--- src/nfchd_pkg.sv ---
// Package for the NFC host response frame decoder.
// Holds the transfer payload types, register indexes, status codes and frame constants.
// Depends on nothing.
package nfchd_pkg;

    localparam int READ_BYTES = 48;

    localparam logic [5:0] POS_MAX = 6'd63;

    localparam logic [7:0] BYTE_ZERO   = 8'h00;
    localparam logic [7:0] BYTE_READY  = 8'h01;
    localparam logic [7:0] BYTE_START  = 8'hFF;
    localparam logic [7:0] BYTE_TFI    = 8'hD5;
    localparam logic [7:0] CMD_NEVER   = 8'hFF;

    localparam logic CFG_EXPECTED_COMMAND = 1'b0;
    localparam logic CFG_PAYLOAD_LIMIT    = 1'b1;

    localparam logic [7:0] EXPECTED_COMMAND_RESET = 8'd74;
    localparam logic [5:0] PAYLOAD_LIMIT_RESET    = 6'd32;

    localparam logic [1:0] ST_OK   = 2'd0;
    localparam logic [1:0] ST_BAD  = 2'd1;
    localparam logic [1:0] ST_LCS  = 2'd2;
    localparam logic [1:0] ST_SIZE = 2'd3;

    typedef struct packed {
        logic [7:0] rx_byte;
        logic       read_start;
    } in_t;

    typedef struct packed {
        logic       has_data;
        logic [7:0] data_byte;
        logic       done_res;
        logic [1:0] status;
        logic [7:0] payload_length;
    } out_t;

endpackage

--- src/nfc_host_response_frame_decoder.sv ---
// Top level of the NFC host response frame decoder.
// Depends on nfchd_pkg for the payload types, status codes and frame constants.
//
// Usage: one byte of a fixed-length bus read is offered per transfer on the
// input channel (in_valid, in_ready, in_data); read_start marks the first byte
// of a read. The decoder skips a leading ready byte, checks the preamble, the
// length and its checksum, the TFI, the response command and the payload size,
// and passes the payload bytes out, one per transfer on the output channel
// (out_valid, out_ready, out_data). The result that ends a frame has done_res
// set and carries the final status; bytes after it are dropped until the next
// start. Registers are written through cfg_wen, cfg_index and cfg_wdata; the
// user must do so only while idle, as the decoder does not enforce it. An input
// transfer is held in the input register and one pass of position compares
// feeds its result into the result register; one byte is taken every cycle
// while the receiver takes results. When it stalls, the result register holds
// and the input register fills, after which in_ready falls until the result is
// taken. Reset clears both valid flags, returns the configuration to its reset
// values and leaves the decoder idle until a byte with read_start arrives.
module nfc_host_response_frame_decoder
(
    input  logic              clk,
    input  logic              rst_n,
    input  logic              in_valid,
    output logic              in_ready,
    input  nfchd_pkg::in_t    in_data,
    output logic              out_valid,
    input  logic              out_ready,
    output nfchd_pkg::out_t   out_data,
    input  logic              cfg_wen,
    input  logic              cfg_index,
    input  logic [7:0]        cfg_wdata
);

    logic            in_vld_reg;
    nfchd_pkg::in_t  in_data_reg;
    logic            out_vld_reg;
    nfchd_pkg::out_t out_data_reg;

    logic [7:0] expected_command_reg;
    logic [5:0] payload_limit_reg;

    logic [5:0] pos_reg;
    logic       skip_reg;
    logic [7:0] flen_reg;
    logic [5:0] rem_reg;
    logic       fin_reg;

    logic [5:0] pos_next;
    logic       skip_next;
    logic [7:0] flen_next;
    logic [5:0] rem_next;
    logic       fin_next;

    logic [5:0] pos;
    logic       skip;
    logic [7:0] flen;
    logic [5:0] rem;
    logic       fin;
    logic [5:0] f;
    logic [7:0] plen;
    logic [7:0] b;
    logic [8:0] frame_end;
    logic       emit;
    nfchd_pkg::out_t res;
    logic       advance;

    assign advance   = in_vld_reg && (!out_vld_reg || out_ready);
    assign in_ready  = !in_vld_reg || advance;
    assign out_valid = out_vld_reg;
    assign out_data  = out_data_reg;

    always_comb
    begin
        b    = in_data_reg.rx_byte;
        pos  = in_data_reg.read_start ? 6'd0 : pos_reg;
        skip = in_data_reg.read_start ? 1'b0 : skip_reg;
        flen = in_data_reg.read_start ? 8'd0 : flen_reg;
        rem  = in_data_reg.read_start ? 6'd0 : rem_reg;
        fin  = in_data_reg.read_start ? 1'b0 : fin_reg;
        f    = pos - {5'd0, skip};
        plen = flen - 8'd2;
        frame_end = {8'd0, skip} + 9'd7 + plen;

        pos_next  = pos;
        skip_next = skip;
        flen_next = flen;
        rem_next  = rem;
        fin_next  = fin;
        emit      = 1'b0;
        res       = '0;

        if (!fin)
        begin
            if (pos == 6'd0 && b == nfchd_pkg::BYTE_READY)
            begin
                skip_next = 1'b1;
                pos_next  = 6'd1;
            end
            else
            begin
                if (f <= 6'd1)
                begin
                    if (b != nfchd_pkg::BYTE_ZERO)
                    begin
                        emit = 1'b1;
                        res.status = nfchd_pkg::ST_BAD;
                    end
                end
                else if (f == 6'd2)
                begin
                    if (b != nfchd_pkg::BYTE_START)
                    begin
                        emit = 1'b1;
                        res.status = nfchd_pkg::ST_BAD;
                    end
                end
                else if (f == 6'd3)
                begin
                    flen_next = b;
                end
                else if (f == 6'd4)
                begin
                    if (flen + b != 8'd0)
                    begin
                        emit = 1'b1;
                        res.status = nfchd_pkg::ST_LCS;
                    end
                end
                else if (f == 6'd5)
                begin
                    if (flen < 8'd2 || b != nfchd_pkg::BYTE_TFI)
                    begin
                        emit = 1'b1;
                        res.status = nfchd_pkg::ST_BAD;
                    end
                end
                else if (f == 6'd6)
                begin
                    if (expected_command_reg == nfchd_pkg::CMD_NEVER
                        || b != expected_command_reg + 8'd1)
                    begin
                        emit = 1'b1;
                        res.status = nfchd_pkg::ST_BAD;
                    end
                    else if (plen > {2'd0, payload_limit_reg})
                    begin
                        emit = 1'b1;
                        res.status = nfchd_pkg::ST_SIZE;
                        res.payload_length = plen;
                    end
                    else if (frame_end > 9'(nfchd_pkg::READ_BYTES))
                    begin
                        emit = 1'b1;
                        res.status = nfchd_pkg::ST_SIZE;
                        res.payload_length = plen;
                    end
                    else if (plen == 8'd0)
                    begin
                        emit = 1'b1;
                        res.status = nfchd_pkg::ST_OK;
                    end
                    else
                    begin
                        rem_next = plen[5:0];
                    end
                    res.done_res = emit;
                    fin_next = emit;
                end
                else
                begin
                    if (rem == 6'd0)
                    begin
                        fin_next = 1'b1;
                    end
                    else
                    begin
                        rem_next           = rem - 6'd1;
                        emit               = 1'b1;
                        res.has_data       = 1'b1;
                        res.data_byte      = b;
                        res.done_res       = (rem == 6'd1);
                        res.status         = nfchd_pkg::ST_OK;
                        res.payload_length = plen;
                        fin_next           = (rem == 6'd1);
                    end
                end

                if (f <= 6'd5 && emit)
                begin
                    res.done_res = 1'b1;
                    fin_next     = 1'b1;
                end

                if (pos != nfchd_pkg::POS_MAX)
                begin
                    pos_next = pos + 6'd1;
                end
            end
        end
    end

    always_ff @(posedge clk or negedge rst_n)
    begin
        if (!rst_n)
        begin
            in_vld_reg           <= 1'b0;
            out_vld_reg          <= 1'b0;
            expected_command_reg <= nfchd_pkg::EXPECTED_COMMAND_RESET;
            payload_limit_reg    <= nfchd_pkg::PAYLOAD_LIMIT_RESET;
            pos_reg              <= 6'd0;
            skip_reg             <= 1'b0;
            flen_reg             <= 8'd0;
            rem_reg              <= 6'd0;
            fin_reg              <= 1'b1;
        end
        else
        begin
            if (cfg_wen)
            begin
                if (cfg_index == nfchd_pkg::CFG_EXPECTED_COMMAND)
                begin
                    expected_command_reg <= cfg_wdata;
                end
                else
                begin
                    payload_limit_reg <= cfg_wdata[5:0];
                end
            end

            if (in_ready)
            begin
                in_vld_reg <= in_valid;
            end

            if (advance)
            begin
                out_vld_reg <= emit;
            end
            else if (out_ready)
            begin
                out_vld_reg <= 1'b0;
            end

            if (advance)
            begin
                pos_reg  <= pos_next;
                skip_reg <= skip_next;
                flen_reg <= flen_next;
                rem_reg  <= rem_next;
                fin_reg  <= fin_next;
            end
        end
    end

    always_ff @(posedge clk)
    begin
        if (in_ready && in_valid)
        begin
            in_data_reg <= in_data;
        end
        if (advance && emit)
        begin
            out_data_reg <= res;
        end
    end

endmodule

--- config.mk ---
export PLATFORM = sky130hd
export DESIGN_NAME = nfc_host_response_frame_decoder
export DESIGN_NICKNAME = d
export VERILOG_FILES = /design/src/nfchd_pkg.sv /design/src/nfc_host_response_frame_decoder.sv
export SDC_FILE = /design/constraint.sdc
export NUM_CORES = 1
export LEC_CHECK = 0
export BUFFER_PORTS_ARGS = -buffer_cell sky130_fd_sc_hd__buf_2
export CAP_MARGIN = 40
export CORE_MARGIN = 10
export CORE_UTILIZATION = 43
export CTS_CLUSTER_SIZE = 20
export DETAILED_ROUTE_END_ITERATION = 8
export GPL_ROUTABILITY_DRIVEN = 0
export PLACE_DENSITY = 0.69
export SLEW_MARGIN = 5
export SYNTH_ARGS = -nofsm -noshare
export SYNTH_HDL_FRONTEND = slang
export SYNTH_SLANG_ARGS = --single-unit
--- constraint.sdc ---
create_clock -name clk -period 9.85 [get_ports clk]
set_input_delay 0.985 -clock clk [delete_from_list [all_inputs] [get_ports clk]]
set_output_delay 0.985 -clock clk [all_outputs]
set_load 0.01 [all_outputs]
======== Yosys cells after proc, flatten, opt, wreduce, memory -nomap -nowiden ========
Cells that the tools add are included.
word-level totals
  bits in registers ....................... 67
  word-level logic and storage cells ...... 168
  input bits .............................. 23
operators by class
  equality and inequality tests ........... 12
  magnitude comparators ................... 5
  bitwise operators ....................... 1
  multiplexer cells ....................... 104
  reduce and logical (&&, ||, !) cells .... 22
  add/subtract/negate cells ............... 8
operators by type and width
  operator               number
  $mux W20               9
  $mux W6                18
  $mux W10               8
  $mux W8                10
  $mux W1                50
  $mux W11               2
  $eq A6 B3 Y1 const B   3
  $ne A8 B8 Y1 const B   2
  $reduce_bool A8 Y1     2
  $mux W2                7
  $eq A6 B2 Y1 const B   2
  $logic_not A6 Y1       2
  $add A4 B8 Y9          1
  $gt A9 B6 Y1 const B   1
  $add A8 B1 Y8 const B  1
  $add A8 B8 Y8          1
  $eq A8 B1 Y1 const B   1
  $eq A8 B8 Y1 const B   1
  $gt A8 B6 Y1           1
  $logic_not A8 Y1       1
  $lt A8 B2 Y1 const B   1
  $ne A8 B8 Y1           1
  $reduce_or A8 Y1       1
  $sub A8 B2 Y8 const B  1
  other kinds (16)       25

======== Depth between registers and ports, before layout ========
Gate-level depths: netlist of run 1.
  depth after elaboration ................. 26
  depth in mapped cells ................... 17
  gate-level depth less buffers ........... 14

======== Worst setup path before layout of run 1 ========
Ideal clock, no wire load.
  path type ............................... register to register
  start ................................... reg in_data_reg[0] (netlist name)
  end ..................................... reg out_data_reg, in the netlist out_data[0], enable pin
  required time ........................... 9,445 ps
  period minus slack after synthesis ...... 4,672 ps
  path buffers ............................ 4
  slack ................................... 5,178 ps
  arrival time ............................ 4,268 ps
  stages on the path, launching flop included .. 17
  cells stage by stage .................... edfxtp_1 -> buf_2 -> inv_1 -> clkbuf_1 -> buf_1 -> nand2_1 -> inv_1 -> ha_1 -> ha_1 -> or4bb_1 -> a211oi_1 -> o31a_1 -> and2_1 -> buf_2 -> o211ai_1 -> a41o_2 -> a21oi_1
between the ends
  word-level cells in the longest chain between the ends .. 25
RTL lines
  what                                               line                                                                            RTL
  start, declared                                    nfc_host_response_frame_decoder.sv:35                                           nfchd_pkg::in_t in_data_reg;
  start signal, assigned                             nfc_host_response_frame_decoder.sv:259                                          in_data_reg <= in_data;
  $mux W8 or $mux W1 (tied branches)                 nfc_host_response_frame_decoder.sv:77, nfc_host_response_frame_decoder.sv:76
  $sub A8 B2 Y8 or $add A1 B3 Y4 (tied branches)     nfc_host_response_frame_decoder.sv:81, nfc_host_response_frame_decoder.sv:82
  $add A4 B8 Y9 or $logic_not A8 Y1 (tied branches)  nfc_host_response_frame_decoder.sv:82, nfc_host_response_frame_decoder.sv:157
  $gt A9 B6 Y1 or $mux W1 (tied branches)            nfc_host_response_frame_decoder.sv:151, nfc_host_response_frame_decoder.sv:157
  $mux W1                                            nfc_host_response_frame_decoder.sv:151                                          else if (frame_end > 9'(nfchd_pkg::READ_BYTES))
  $mux W1                                            nfc_host_response_frame_decoder.sv:145                                          else if (plen > {2'd0, payload_limit_reg})
  $mux W1                                            nfc_host_response_frame_decoder.sv:139                                          if (expected_command_reg == nfchd_pkg::CMD_NEVER
  $mux W1                                            nfc_host_response_frame_decoder.sv:129                                          else if (f == 6'd5)
  (+9 left out)                                      n/a
  $mux W1                                            nfc_host_response_frame_decoder.sv:117                                          else if (f == 6'd3)
  $mux W1                                            nfc_host_response_frame_decoder.sv:109                                          else if (f == 6'd2)
  $mux W1                                            nfc_host_response_frame_decoder.sv:101                                          if (f <= 6'd1)
  $mux W1                                            nfc_host_response_frame_decoder.sv:94                                           if (pos == 6'd0 && b == nfchd_pkg::BYTE_READY)
  $mux W1                                            nfc_host_response_frame_decoder.sv:92                                           if (!fin)
  $mux W1                                            nfc_host_response_frame_decoder.sv:94
  $mux W1 (*)                                        nfc_host_response_frame_decoder.sv:92
  $logic_and A1 B1 Y1 (*)                            nfc_host_response_frame_decoder.sv:261                                          if (advance && emit)
  end signal, assigned                               nfc_host_response_frame_decoder.sv:263                                          out_data_reg <= res;
  end, declared                                      nfc_host_response_frame_decoder.sv:37                                           nfchd_pkg::out_t out_data_reg;
Every way passes the cells marked *; elsewhere a longest branch is shown, timed or not. The select of a mux whose other input is x is not followed.
A chain may end at the register's enable or synchronous reset.

======== Final worst setup path of run 1 ========
  start ................................... reg in_data_reg[0] (netlist name)
  end ..................................... reg out_data_reg, in the netlist out_data[12], enable pin
The elaborated chain is that of the path after synthesis.

==> results.py, run 1 <==
metrics = {
    "grt": {
        "grt_pass1_wl_um": 18860,
        "antenna_found_initial": 0,
        "grt_start_max_net_pins": 30,
        "grt-ovfl-total": 0,
        "grtUsageTotal_pct": 15.48,
        "first_global_vias": 3782,
    },
    "detailed_routing": {
        "wl_um": 11330,
        "postRouteAntennaNets": 0,
        "drt_iter0_drc": 368,
        "dr.pass1.iters": 5,
        "vias": 3851,
        "vias_per_cell": 5.861,
        "wl_per_cell_um": 17.25,
        "drcViolationCount": 0,
    },
    "yosys": {
        "synth_fp_nets": 524,
        "synthesis.area_um2": 4553,
        "ys.flop_type": "dfrtp_1",
        "synth_top_area_share_pct": 19.13,
        "synth.top_cells.by_count": "48 x nand2_1, 36 x nor2_1, 33 x dfrtp_1",
        "yosysMostFrequentCell": "nand2_1",
        "synth_seq_cells": 67,
        "synth_async_sr_flop_share_pct": 56.72,
        "syn_avg_cell_area_um2": 9.466,
        "yosysSeqAreaShare_pct": 40.15,
        "synthCells": 481,
        "yosys_warnings": 0,
        "synth_edf_count": 29,
        "synth_area_leaders": "edfxtp_1 19%, dfrtp_1 18%, ha_1 5.2%",
        "synth_top_area_cell": "edfxtp_1",
        "synth_cell_type_count": 79,
    },
    "floorplan": {
        "start_util_pct": 44.10,
        "row_count": 37,
        "die_w_um": 122.9,
        "die_area_um2": 15100,
        "die_height_um": 122.9,
        "core_um2": 10320,
        "io_pins": 45,
    },
    "setup_path": {
        "critical_path.endpoint_type": "flip-flop",
        "worstSetupPathType": "reg -> reg",
        "worst_path_max_delay_cell": "inv_1",
        "required_ns": 9.91,
        "start_kind": "flip-flop",
        "worst-r2r-cell-count": 14,
        "path_max_fanout": 29,
        "path_cells": "buf_4, inv_1, nand2_1, inv_1, ha_1, ha_1, or4bb_1, a211oi_1, o31a_1, and2_1, o211ai_1, a41o_2, a21oi_2, buf_8",
        "max_stage_delay_ns": 0.55,
        "worstPathArrival_ns": 4.93,
    },
    "clock_network": {
        "cts_resized": 0,
        "clock-sinks": 67,
        "cts_root_buffer": "clkbuf_8",
        "clk_pin_slew_ns": 0.07,
        "ctsHoldBuffers": 0,
        "cts_buffers": 9,
        "cts_setup_buffers": 0,
        "h-tree-depth": 3,
        "clock_path_buffers": 2,
        "clock_latency_ns": 0.35,
        "tritoncts": "built",
    },
    "place": {
        "io_buffers": 44,
        "placed_area_um2": 4885,
        "hpwl_um": 8551,
        "placedCellCount": 641,
    },
    "power_and_ir_drop": {
        "ir_drop_mv": 0.07572,
        "total_power_mw": 1.054,
        "leakagePower_nw": 2.113,
        "power_density_nw_per_um2": 205.6,
    },
    "layout": {
        "fin_cells": 657,
        "drive_gt1_share_pct": 19.39,
        "diodes": 0,
        "fill_cells": 962,
        "largest_reg_flops": 20,
        "area_growth_pct": 12.56,
        "nets": 559,
        "postLayoutCellArea_um2": 5125,
    },
    "timing": {
        "worst_pin_slew_ns": 0.7655,
        "finalCriticalPeriod_ns": 4.876,
        "post-route-period-util_pct": 49.50,
        "tns_ns": 0,
        "rsz0062_at_grt": "false",
        "slew_headroom_pct": 48.86,
        "fmax_ghz": 0.2051,
        "skew_ns": 0.01176,
        "hold_ws_ns": 0.5086,
        "finalSetupViolCount": 0,
        "finalMaxSlewViolations": 0,
        "finalHoldViolCount": 0,
    },
    "flow_run": {
        "drv_cap": 0,
    },
    "outcome": {
        "status": "completed",
    },
    "min_path": {
        "hold_depth": 1,
        "hp-class": "reg -> reg",
    },
}
==> report_power, final <==
part	leakage, nW	total (mW)	switching [mW]	internal [mW]
clock network	0.121	0.278	0.109	0.169
logic	1.24	0.364	0.213	0.151
registers	0.754	0.412	0.0615	0.351
==> path summary, 6_finish.rpt <==
check	slack, ns	from	to
hold / removal	0.51	payload_limit_reg[4]	payload_limit_reg[4]
min in group asynchronous	0.54	rst_n	expected_command_reg[7]
setup reg to reg	4.97	in_data_reg[0]	out_data[12]
hold reg to reg	0.51	payload_limit_reg[4]	payload_limit_reg[4]
max in group asynchronous	8.78	rst_n	fin_reg
setup / recovery	4.97	in_data_reg[0]	out_data[12]
==> critical path: cells and delay by family, from the launching register on <==
kind	cells	cell delay (ns)
AO/OA/AOI/OAI	5	1.51
buffers and inverters	4	1.14
AND/OR/NAND/NOR	3	1.08
adder cells (fa/ha/maj)	2	0.48
flip-flops	1	0.36
==> cell families (layout without fill, tap and decap cells) <==
group / count (synthesis) / in the layout / synth area share [%]
AND/OR/NAND/NOR: 184 / 184 / 21.46
buffers and inverters: 51 / 91 / 4.699
adder cells (fa/ha/maj): 22 / 22 / 6.101
multiplexers: 17 / 17 / 4.177
XOR/XNOR: 22 / 22 / 4.562
AO/OA/AOI/OAI: 118 / 118 / 18.85
flip-flops: 67 / 67 / 40.15
==> cell usage in the layout, fill, tap and decap left out, drive strengths merged, types with 6 or more instances in the layout <==
cell and n:
nand2 48, ha 19, xnor2 13, o211ai 9
nor3 10, nor4 6, edfxtp 29, o21ai 14
a22o 8, inv 28, a211oi 6, xor2 9
and2 14, clkbuf 10, mux2 16, a21oi 23
nor2 36, dfrtp 33, a31oi 9, nand2b 6
buf 48, nor2b 15, nand3 19
==> cell type report <==
type                            count  area (µm²)  area share (%)
Sequential cell                    67        1828           35.67
Timing Repair Buffer               48       270.3           5.273
Clock inverter                      6       112.6           2.197
Multi-Input combinational cell    363        2515           49.07
Clock buffer                       10       127.6           2.490
Inverter                           27       101.3           1.978
Tap cell                          136       170.2           3.320
==> per-stage QoR <==
step	utilization, %	setup WS, ns
2_1_floorplan	-	5.178
3_3_place_gp	46.90	4.923
3_5_place_dp	47.32	5.042
4_1_cts	49.64	5.002
5_1_grt	49.64	4.679
6_report	49.64	4.974
==> per-layer routing <==
metal  GRT usage [%]  share of wire [%]  vias to the layer above
li1                -                  -                     1846
met1           20.36                 44                     1810
met2           24.23                 45                      173
met3           3.510                8.2                       22
met4           6.112                2.3                        0
met5               0                  0                        -
No activity file was read; power rests on OpenSTA's default activity.
==> inputs of run 2 (changes only) <==
Clock period 9.85 ns to 5 ns, I/O delays scaled along.
==> run 2 against run 1 <==
Critical path depth down 1. Via count up 0.42%. Non-clock buffer count up 1. Sequential share of layout area about the same. Power up 96%. Largest cell class unchanged. Core utilization about the same. First-iteration DRC count down 6.3%. Clock power up 95%. Wire length about the same. Register-to-register slack worse by 4.0 ns. Die area unchanged. Fmax up 21%.
==> results.py, run 2 (synthesized netlist as in run 1, its figures left out) <==
metrics = {
    "layout": {
        "nets": 560,
        "diodes": 0,
        "fin_cells": 658,
        "ff_latch_area_um2": 1828,
        "drive_gt1_share_pct": 19.54,
        "fill_cells": 969,
        "multiInputGateArea_um2": 2515,
        "postLayoutCellArea_um2": 5130,
        "largest_reg_flops": 20,
        "area_growth_pct": 12.67,
        "layout_common_cells": "48 x nand2_1, 45 x buf_2, 36 x nor2_1, 33 x dfrtp_1, 29 x edfxtp_1",
        "final_common_cell": "nand2_1",
    },
    "setup_path": {
        "reg2reg_slack_ns": 0.98,
        "worstPathArrival_ns": 4.05,
        "max_stage_delay_ns": 0.50,
        "path_max_fanout": 21,
        "worstSetupPathType": "reg -> reg",
        "path_cells": "inv_1, nand2_1, inv_1, ha_1, ha_1, or4bb_1, a211oi_1, o31a_1, and2_1, o211ai_1, a41o_2, a21oi_2, buf_4",
        "start_kind": "flip-flop",
        "path_delay_family": "compound AO/OA/AOI/OAI gates",
        "required_ns": 5.03,
        "critical_path.endpoint_type": "flip-flop",
        "worst-r2r-cell-count": 13,
        "cp.depth": 13,
        "r2r-start": "in_data_reg[0]",
        "cp.buffers_inverters": 3,
        "r2r_end": "out_data[1]",
        "worst_path_max_delay_cell": "or4bb_1",
    },
    "clock_network": {
        "ctsHoldBuffers": 0,
        "cts_resized": 0,
        "clk_pin_slew_ns": 0.07,
        "clock_latency_ns": 0.35,
        "tritoncts": "built",
        "cts_root_buffer": "clkbuf_8",
        "clock-sinks": 67,
        "clock_path_buffers": 2,
        "cts_setup_buffers": 0,
        "h-tree-depth": 3,
        "cts_buffers": 9,
    },
    "place": {
        "io_buffers": 44,
        "placedCellCount": 642,
        "hpwl_um": 8611,
        "placed_area_um2": 4890,
        "post-place-ws_ns": 0.9945,
    },
    "power_and_ir_drop": {
        "leakagePower_nw": 2.119,
        "ir_drop_mv": 0.1693,
        "power_density_nw_per_um2": 402.9,
    },
    "detailed_routing": {
        "postRouteAntennaNets": 0,
        "topRoutingLayerUsed": "met4",
        "wl_per_cell_um": 17.21,
        "dr.pass1.iters": 5,
        "vias_per_cell": 5.877,
        "wl_met1_um": 5242,
        "dr_wl_met2_um": 4995,
        "drcViolationCount": 0,
        "wl_um": 11320,
        "drt_iter0_drc": 345,
        "vias": 3867,
        "met3_length_um": 881,
    },
    "timing": {
        "fmax_ghz": 0.2487,
        "skew_ns": 0.01104,
        "finalHoldViolCount": 0,
        "tns_ns": 0,
        "finalSetupViolCount": 0,
        "rsz0062_at_grt": "false",
        "finalCriticalPeriod_ns": 4.021,
        "post-route-period-util_pct": 80.42,
        "setup_ws_ns": 0.9789,
        "worst_pin_slew_ns": 0.7389,
        "slew_headroom_pct": 50.64,
        "finalMaxSlewViolations": 0,
    },
    "floorplan": {
        "die_w_um": 122.9,
        "io_pins": 45,
        "core_um2": 10320,
        "die_area_um2": 15100,
        "die_height_um": 122.9,
        "row_count": 37,
        "start_util_pct": 44.10,
    },
    "flow_run": {
        "drv_cap": 0,
    },
    "min_path": {
        "hp-class": "in -> async",
    },
    "grt": {
        "grt_pass1_wl_um": 19000,
        "grt_start_max_net_pins": 29,
        "grtUsageTotal_pct": 15.43,
        "antenna_found_initial": 0,
        "first_global_vias": 3731,
        "grt-ovfl-total": 0,
    },
    "outcome": {
        "status": "completed",
    },
}
run 2: changes by cell type in the layout (fill, tap and decap cells not counted), sizes merged:
| cell | change |
|---|---|
| buf | +1 |
| clkbuf | -1 |
| inv | -1 |
| clkinv | +2 |
run 2: how the worst max path moves through the flow:
stage / startpoint / end / slack (ns)
after floorplan: in_data_reg[0] / out_data[0] / 0.33
after global routing: in_data_reg[0] / out_data[14] / 0.67
final: in_data_reg[0] / out_data[1] / 0.98
after global placement: in_data_reg[0] / out_data[13] / 1.13
after detailed placement: in_data_reg[0] / out_data[13] / 0.99
after CTS: in_data_reg[0] / out_data[14] / 0.96
run 2: layout make-up:
class,count,area share (%)
inverters,27,1.976
multi-input cells,363,49.02
clock buffers,9,2.415
well taps,136,3.317
repair buffers,49,5.366
flip-flops and latches,67,35.63
clock inverters,7,2.268
run 2: worst reg2reg max path: stages (launching register included):
cell	delay, ns
edfxtp_1	0.40
inv_1	0.33
nand2_1	0.14
inv_1	0.08
ha_1	0.20
ha_1	0.26
or4bb_1	0.50
a211oi_1	0.21
o31a_1	0.40
and2_1	0.38
o211ai_1	0.14
a41o_2	0.25
a21oi_2	0.12
buf_4	0.29
run 2: report_power, final:
group	internal, mW	switching (mW)
logic	0.295	0.416
registers	0.691	0.122
clock network	0.330	0.212
run 2: layer usage:
| metal | global-route usage, % | vias up |
|---|---|---|
| li1 | - | 1847 |
| met1 | 21.41 | 1862 |
| met2 | 23.29 | 141 |
| met3 | 3.418 | 17 |
| met4 | 5.155 | 0 |
| met5 | 0 | - |
run 2: stage by stage:
step | power (mW) | hold WS, ns | util (%)
after global placement | 1.502 | 0.4929 | 47.05
final | 2.067 | 0.07687 | 49.69
after detailed placement | 1.524 | 0.4504 | 47.36
after CTS | 2.073 | 0.07396 | 49.69
after global routing | 2.196 | 0.08554 | 49.69
after floorplan | 1.316 | 0.2044 | -
==> inputs of run 3 (changes only) <==
Clock period 5 ns to 4.08 ns, I/O delays scaled along.
==> run 3 against run 2 <==
Worst setup slack lost 0.68 ns. Fmax grew 6.2%. Combinational power grew 25%. Register-to-register slack lost 0.68 ns. Critical path depth shrank 1. Global-route usage grew 0.87 points. Clock skew grew 0.0028 ns. Critical path type unchanged. Critical endpoint is now out_data[9]. Highest routed layer unchanged.
==> results.py, run 3 (synthesized netlist as in run 1, its figures left out) <==
metrics = {
    "clock_network": {
        "cts_buffers": 9,
        "clock-sinks": 67,
        "clk_pin_slew_ns": 0.08,
        "clock_path_buffers": 2,
        "cts_resized": 0,
        "clock_latency_ns": 0.36,
        "cts_setup_buffers": 0,
        "tritoncts": "built",
        "h-tree-depth": 3,
        "ctsHoldBuffers": 1,
        "cts_root_buffer": "clkbuf_8",
    },
    "layout": {
        "fill_cells": 969,
        "post-route-util_pct": 49.52,
        "drive_gt1_share_pct": 19.81,
        "nets": 563,
        "area_growth_pct": 12.28,
        "diodes": 0,
        "final_common_cell": "nand2_1",
        "largest_reg_flops": 20,
        "layout_common_cells": "48 x nand2_1, 44 x buf_2, 36 x nor2_1, 33 x dfrtp_1, 29 x edfxtp_1",
    },
    "outcome": {
        "status": "completed",
    },
    "grt": {
        "grt-ovfl-total": 0,
        "grt_start_max_net_pins": 23,
        "grtUsageTotal_pct": 16.29,
        "first_global_vias": 3920,
        "grt_pass1_wl_um": 19820,
        "antenna_found_initial": 0,
    },
    "flow_run": {
        "drv_cap": 0,
    },
    "setup_path": {
        "critical_path.endpoint_type": "flip-flop",
        "reg2reg_slack_ns": 0.29,
        "worst-r2r-cell-count": 12,
        "start_kind": "flip-flop",
        "required_ns": 4.15,
        "r2r-start": "in_data_reg[0]",
        "path_max_fanout": 15,
        "worstPathArrival_ns": 3.86,
        "worstSetupPathType": "reg -> reg",
        "r2r_end": "out_data[9]",
    },
    "timing": {
        "skew_ns": 0.01385,
        "hold_ws_ns": 0.2177,
        "rsz0062_at_grt": "false",
        "tns_ns": 0,
        "finalMaxSlewViolations": 0,
        "finalCriticalPeriod_ns": 3.786,
        "fmax_ghz": 0.2642,
        "setup_ws_ns": 0.2945,
        "post-route-period-util_pct": 92.78,
        "slew_headroom_pct": 50.72,
        "worst_pin_slew_ns": 0.7376,
        "finalSetupViolCount": 0,
        "finalHoldViolCount": 0,
    },
    "detailed_routing": {
        "drt_iter0_drc": 292,
        "dr.pass1.iters": 5,
        "vias_per_cell": 5.965,
        "wl_um": 11940,
        "postRouteAntennaNets": 0,
        "vias": 3943,
        "wl_per_cell_um": 18.06,
        "drcViolationCount": 0,
    },
    "floorplan": {
        "io_pins": 45,
        "die_w_um": 122.9,
        "row_count": 37,
        "die_area_um2": 15100,
        "core_um2": 10320,
        "start_util_pct": 44.10,
        "die_height_um": 122.9,
    },
    "power_and_ir_drop": {
        "power_density_nw_per_um2": 467.9,
        "ir_drop_mv": 0.2214,
        "leakagePower_nw": 2.105,
    },
    "min_path": {
        "hold_depth": 1,
        "holdPathEnd": "b[3]",
        "hp-start": "in_data[4]",
        "hp-class": "in -> reg",
    },
    "place": {
        "io_buffers": 44,
        "hpwl_um": 8941,
        "post-place-ws_ns": 0.3390,
    },
}
-- run 3: worst max path at each step --
stage	startpoint	to	slack [ns]	cells after the start
6_report	in_data_reg[0]	out_data[9]	0.29	12
5_1_grt	in_data_reg[0]	out_data[4]	0.07	12
4_1_cts	in_data_reg[0]	out_data[9]	0.30	12
3_5_place_dp	in_data_reg[0]	out_data[10]	0.34	12
3_3_place_gp	in_data_reg[0]	out_data[10]	0.46	12
2_1_floorplan	in_data_reg[0]	out_data[0]	0.05	16
-- run 3: layout make-up --
cell class / instances / area, µm² / share of cell area [%]
multi-input combinational: 363 / 2522 / 49.34
sequential: 67 / 1828 / 35.76
timing repair buffer: 52 / 315.3 / 6.167
tap: 136 / 170.2 / 3.328
clock buffer: 9 / 123.9 / 2.423
inverter: 27 / 101.3 / 1.982
clock inverter: 7 / 51.30 / 1.003
-- run 3: layer usage --
layer | track usage [%] | vias to the layer above | part of all wire, %
met5 | 0 | - | 0
met4 | 6.554 | 0 | 2.7
met3 | 4.148 | 32 | 8.3
met2 | 24.50 | 176 | 44
met1 | 21.95 | 1878 | 45
li1 | - | 1857 | -
-- run 3: stage by stage --
| stage | std cells | power [mW] | instance area (µm²) |
|---|---|---|---|
| finish | 661 | 2.392 | 5112 |
| global route | 661 | 2.558 | 5112 |
| CTS | 661 | 2.391 | 5112 |
| detailed placement | 644 | 1.879 | 4927 |
| global placement | 643 | 1.864 | 4900 |
| floorplan | 481 | 1.619 | 4564 |
-- run 3: report_power, final --
| part | internal [mW] | switching, mW | leakage (nW) |
|---|---|---|---|
| logic | 0.372 | 0.518 | 1.26 |
| clock network | 0.223 | 0.283 | 0.0876 |
| registers | 0.846 | 0.150 | 0.754 |
| total | 1.44 | 0.951 | 2.10 |
-- run 3: worst max-delay path, stage by stage (launching register included) --
cell	delay (ns)
edfxtp_1	0.55
nand2b_1	0.29
inv_1	0.16
ha_1	0.42
ha_1	0.34
nand3_1	0.10
o221a_2	0.28
o211ai_1	0.17
a311oi_1	0.06
and2_1	0.26
a41o_2	0.33
a21oi_4	0.34
buf_12	0.20
